**src/rtl/core/rcc_pkg.sv**
```systemverilog
// rcc_pkg: word types, register indexes and q16.16 saturating helpers
// for the capped cone intersector; no dependencies
package rcc_pkg;

	localparam int CW = 32;
	localparam int FRAC = 16;
	localparam int DW = 31;
	localparam logic signed [CW-1:0] SAT_MAX = {1'b0, {(CW-1){1'b1}}};
	localparam logic signed [CW-1:0] MIN_DIST_EXCL = 32'sd6553;

	localparam logic [2:0] REG_CENTER_X = 3'd0;
	localparam logic [2:0] REG_CENTER_Y = 3'd1;
	localparam logic [2:0] REG_CENTER_Z = 3'd2;
	localparam logic [2:0] REG_TAN_SQ = 3'd3;
	localparam logic [2:0] REG_CAP_TOP = 3'd4;
	localparam logic [2:0] REG_CAP_BOTTOM = 3'd5;

	typedef struct packed {
		logic signed [31:0] origin_x;
		logic signed [31:0] origin_y;
		logic signed [31:0] origin_z;
		logic signed [31:0] dir_x;
		logic signed [31:0] dir_y;
		logic signed [31:0] dir_z;
		logic [30:0] best_dist;
		logic best_valid;
	} in_word_t;

	typedef struct packed {
		logic [30:0] dist_out;
		logic dist_valid;
		logic [1:0] hit_count;
	} out_word_t;

	// clamp a wide signed value into the symmetric range
	function automatic logic signed [CW-1:0] sat_w(input logic signed [CW+1:0] v);
		logic signed [CW+1:0] m;
		m = CW'(SAT_MAX);
		if (v > m) sat_w = SAT_MAX;
		else if (v < -m) sat_w = -SAT_MAX;
		else sat_w = v[CW-1:0];
	endfunction

	function automatic logic signed [CW-1:0] fadd(input logic signed [CW-1:0] a,
			input logic signed [CW-1:0] b);
		fadd = sat_w(CW'(0) + {{2{a[CW-1]}}, a} + {{2{b[CW-1]}}, b});
	endfunction

	function automatic logic signed [CW-1:0] fsub(input logic signed [CW-1:0] a,
			input logic signed [CW-1:0] b);
		fsub = sat_w({{2{a[CW-1]}}, a} - {{2{b[CW-1]}}, b});
	endfunction

	function automatic logic [CW-1:0] mag(input logic signed [CW-1:0] v);
		mag = v[CW-1] ? CW'(-v) : v;
	endfunction

	// truncating magnitude product, saturated
	function automatic logic signed [CW-1:0] fmul(input logic signed [CW-1:0] a,
			input logic signed [CW-1:0] b);
		logic [2*CW-1:0] p;
		logic [2*CW-1:0] q;
		logic signed [CW-1:0] r;
		p = mag(a) * mag(b);
		q = p >> FRAC;
		r = (q > (2*CW)'(SAT_MAX)) ? SAT_MAX : q[CW-1:0];
		fmul = (a[CW-1] ^ b[CW-1]) ? -r : r;
	endfunction

endpackage

```
**src/rtl/core/rcc_sqrt.sv**
```systemverilog
// rcc_sqrt: pipelined floor square root of a q16.16 value, one result bit per stage
// depends on rcc_pkg
module rcc_sqrt (
	input logic clk,
	input logic en,
	input logic signed [rcc_pkg::CW-1:0] v,
	output logic [rcc_pkg::CW-1:0] root
);
	localparam int XB = rcc_pkg::CW + rcc_pkg::FRAC;
	localparam int NS = XB / 2;
	logic [XB-1:0] x_s [NS+1];
	logic [XB/2+1:0] rem_s [NS+1];
	logic [NS-1:0] r_s [NS+1];

	always_comb begin
		x_s[0] = {v, {rcc_pkg::FRAC{1'b0}}};
		rem_s[0] = '0;
		r_s[0] = '0;
	end

	// digit-by-digit root, two radicand bits per stage
	for (genvar i = 0; i < NS; i++) begin : g_st
		logic [XB/2+1:0] tr;
		logic [XB/2+1:0] tv;
		assign tr = {rem_s[i][XB/2-1:0], x_s[i][XB-1:XB-2]};
		assign tv = {r_s[i], 2'b01};
		always_ff @(posedge clk) begin
			if (en) begin
				x_s[i+1] <= x_s[i] << 2;
				rem_s[i+1] <= (tr >= tv) ? tr - tv : tr;
				r_s[i+1] <= {r_s[i][NS-2:0], tr >= tv};
			end
		end
	end
	assign root = rcc_pkg::CW'(r_s[NS]);
endmodule

```
**config.mk**
```make
export PLATFORM = sky130hd
export DESIGN_NAME = rcc_sqrt
export DESIGN_NICKNAME = d
export VERILOG_FILES = /design/src/rtl/core/rcc_pkg.sv /design/src/rtl/core/rcc_sqrt.sv
export SDC_FILE = /design/constraint.sdc
export NUM_CORES = 2
export LEC_CHECK = 0
export ABC_CLOCK_PERIOD_IN_PS = 5250
export BUFFER_PORTS_ARGS = -buffer_cell sky130_fd_sc_hd__clkbuf_2
export CAP_MARGIN = 40
export CORE_MARGIN = 8
export CORE_UTILIZATION = 30
export CTS_CLUSTER_SIZE = 8
export DETAILED_ROUTE_END_ITERATION = 7
export PLACE_DENSITY_LB_ADDON = 0.3
export SLEW_MARGIN = 15
export SYNTH_ARGS = -nofsm -noshare
export SYNTH_HDL_FRONTEND = slang
export SYNTH_SLANG_ARGS = --single-unit
```
**constraint.sdc**
```tcl
create_clock -name clk -period 5.25 [get_ports clk]
set_input_delay 1.05 -clock clk [delete_from_list [all_inputs] [get_ports clk]]
set_output_delay 1.05 -clock clk [all_outputs]
set_load 0.02 [all_outputs]
```
==> impl_metrics.yaml <==
timing:
  worst_slew_pin_slew_ns: 0.893
  slew_violations: 0
  rsz0062_at_grt: "false"
  finalSetupTns_ns: 0
  clock.fmax_ghz: 0.267
  setup_viol: 0
  fin_crit_ns: 3.74
  final.period_utilization_pct: 71.2
  slew_headroom_pct: 39.8
  hold_viol: 0
  fin_skew_ns: 0.0236
power:
  switchingPower_mw: 6.96
  p_comb_share_pct: 20.5
  intPower_mw: 18.4
  vdd_drop_max_mv: 0.324
  power_mw: 25.3
  switching_share_pct: 27.4
  p_leak_nw: 22.9
  powerDensity_mw_per_mm2: 420
  pwr-share-seq_pct: 45.5
  clockPowerShare_pct: 34.0
synth:
  synth_largest_type_area_fraction_pct: 59.7
  synth.area.mux_share_pct: 1.12
  ys.flop_type: "edfxtp_1"
  syn_area_per_cell_um2: 12.1
  synth-edff-count: 1055
  syn_area_mm2: 0.0530
  synth_compound_area_share_pct: 11.0
  synth_area_leaders: "edfxtp_1 60%, ha_1 7.3%, xor2_1 3.4%"
  synth_simple_gate_area_share_pct: 10.8
  synth-xor-area-share_pct: 6.24
  synthAdderAreaFrac_pct: 7.58
  ys_warn_count: 0
  syn_inst: 4378
  synth_top_family_by_area: "compound AO/OA/AOI/OAI gates"
  synth_cell_types: 94
  async_reset_ff_share_pct: 0
  ys_ff_latch: 1055
  yosys.area.top_type: "edfxtp_1"
  yosysSeqAreaShare_pct: 59.7
routing:
  avgViaCountPerCell: 4.69
  ant_nets: 0
  wl_per_cell_um: 14.6
  drt-pass1-iter-count: 7
  drc: 0
  drtIter0Drc: 1808
  routed_wirelength_mm: 101
  vias: 32400
worst_hold_path:
  hp-class: "register to register"
  hold_depth: 0
  hold-path-endpoint: "x_s[848]"
  min_from: "x_s[894]"
grt:
  grt_use_total_pct: 10.3
  antenna_found_initial: 0
  grt_pass1_vias: 32400
  grt_remaining_overflow: 0
  grt_pass1_wl_mm: 165
  grt_max_degree: 127
floorplanning:
  fp.dieH_um: 436
  die_area_mm2: 0.191
  io_pins: 66
  core_area_mm2: 0.176
  start_util_pct: 30.1
  rows: 154
  fp.dieW_um: 436
layout:
  final_nets: 4906
  fin_area_mm2: 0.0604
  final_cell_mix: "1055 x edfxtp_1, 397 x inv_1, 335 x nand2_1, 310 x ha_1, 284 x o21ai_0"
  fin_util_pct: 34.3
  area_growth_syn_to_layout_pct: 13.9
  final_common_cell: "edfxtp_1"
  diodes: 0
  drive_gt1_share_pct: 8.24
run_status:
  status: "complete, no violations"
worst_setup_path:
  cpPeakStageDelay_ns: 0.84
  r2r_end: "g_st[10].tr[6]"
  r2r_cells: 9
  startpoint_type: "register"
  critPathCaptureType: "register"
  crit_fanout: 24
  cp.required_ns: 5.74
  crit_chain: "ha_1 > nor2b_1 > o21a_1 > o21ai_0 > a21oi_1 > o31ai_1 > and3_1 > inv_1 > mux2_2"
  cp.arrival_ns: 4.23
  crit_slowest_cell: "and3_1"
  rrSetupSlack_ns: 1.51
  r2r-start: "g_st[9].tr[2]"
  crit_family: "compound AO/OA/AOI/OAI gates"
  path_class: "register to register"
  cp_num_buf_inv: 1
place:
  io_buffers: 57
  place_area_mm2: 0.0563
  hpwl_mm: 73.3
  place.gp.congestion: 0.831
clocking:
  cts.sinks: 1055
  hold_buffers: 0
  cts-root-buf: "clkbuf_16"
  cts_buffers: 151
  clk_pin_slew_ns: 0.05
  tritoncts: "done"
  h-tree-depth: 4
  post_cts_buffers: 0
  clkLatencyLatePin_ns: 0.76
  postCtsResizedCells: 0
  clockBufferDepth: 3
flow_run:
  drv_cap: 0
==> synthesized netlist by cell type (9+ instances only) <==
cell type	n
edfxtp_1	1055
inv_1	397
nand2_1	335
ha_1	310
o21ai_0	284
a21oi_1	277
nor2_1	262
xor2_1	205
xnor2_1	173
nor3_1	97
a21o_1	73
nand3_1	73
nand2b_1	62
o21a_1	59
nor4_1	55
nor2b_1	46
mux2_2	42
or3_1	38
clkbuf_1	35
or2_2	33
nand4_1	32
o31ai_1	32
a211oi_1	29
buf_2	26
a31oi_1	25
o21bai_1	21
and2_1	20
o211ai_1	20
or4_1	18
and3_1	13
mux2i_1	12
nor3b_1	11
o31a_1	11
a21boi_0	10
a2111oi_0	9
buf_4	9
nand3b_1	9
nand4b_1	9
==> per-stage QoR <==
step           hold slack [ns]  setup WS [ns]  instances
2_1_floorplan            0.400           2.16       4386
3_3_place_gp             0.401           1.65       6740
3_5_place_dp             0.405           1.57       6742
4_1_cts                  0.379           1.57       6916
5_1_grt                  0.403           1.27       6916
6_report                 0.403           1.51       6916
==> logic make-up (layout without fill, tap and decap cells) <==
family | count (synthesis) | count (layout)
AND/OR/NAND/NOR | 1149 | 1149
adder cells (fa/ha/maj) | 317 | 317
XOR/XNOR | 378 | 378
flip-flops | 1055 | 1055
AO/OA/AOI/OAI | 946 | 946
multiplexers | 54 | 54
other | 1 | 9
buffers and inverters | 478 | 668
==> final cells by class <==
class,count,area [um^2]
fillers,17200,116000
clock buffers,163,3970
repair buffers,96,677
multi-input cells,2853,19600
flip-flops and latches,1055,31700
well taps,2340,2930
clock inverters,11,115
inverters,398,1490
==> power by group through the flow <==
| stage | Sequential, mW | Clock, mW | Combinational (mW) |
|---|---|---|---|
| finish | 11.5 | 8.62 | 5.19 |
| global placement | 11.7 | 0 | 5.08 |
| global route | 11.7 | 9.26 | 5.85 |
| detailed placement | 11.7 | 0 | 5.17 |
| floorplan | 11.4 | 0 | 4.03 |
| CTS | 11.6 | 9.00 | 5.20 |
==> worst max-delay path by stage <==
stage                        start              end  slack, ns  cells past startpoint
floorplan           g_st[22].tv[2]  g_st[23].tr[16]       2.16                     13
global placement    g_st[20].tv[2]   g_st[21].tr[9]       1.65                     12
detailed placement   g_st[9].tr[2]   g_st[10].tr[6]       1.57                      9
CTS                  g_st[9].tr[2]   g_st[10].tr[6]       1.57                      9
global route         g_st[2].tr[2]   g_st[3].tr[17]       1.27                      9
finish               g_st[9].tr[2]   g_st[10].tr[6]       1.51                      9
==> sequential cells by signal, summed over array words and instances (netlist names) <==
signal	flops
g_st.tr	545
x_s	210
root	24
g_st.tv	276
==> routing by layer <==
metal  vias to the layer above  track usage [%]  part of all wire [%]
met5                         -                0                     0
met4                         0             4.59                   3.7
met3                       240             2.08                   3.4
met2                       536             18.2                    49
met1                     15300             12.1                    44
li1                      16400                -                     -
Power figures use the tool's default switching activity.
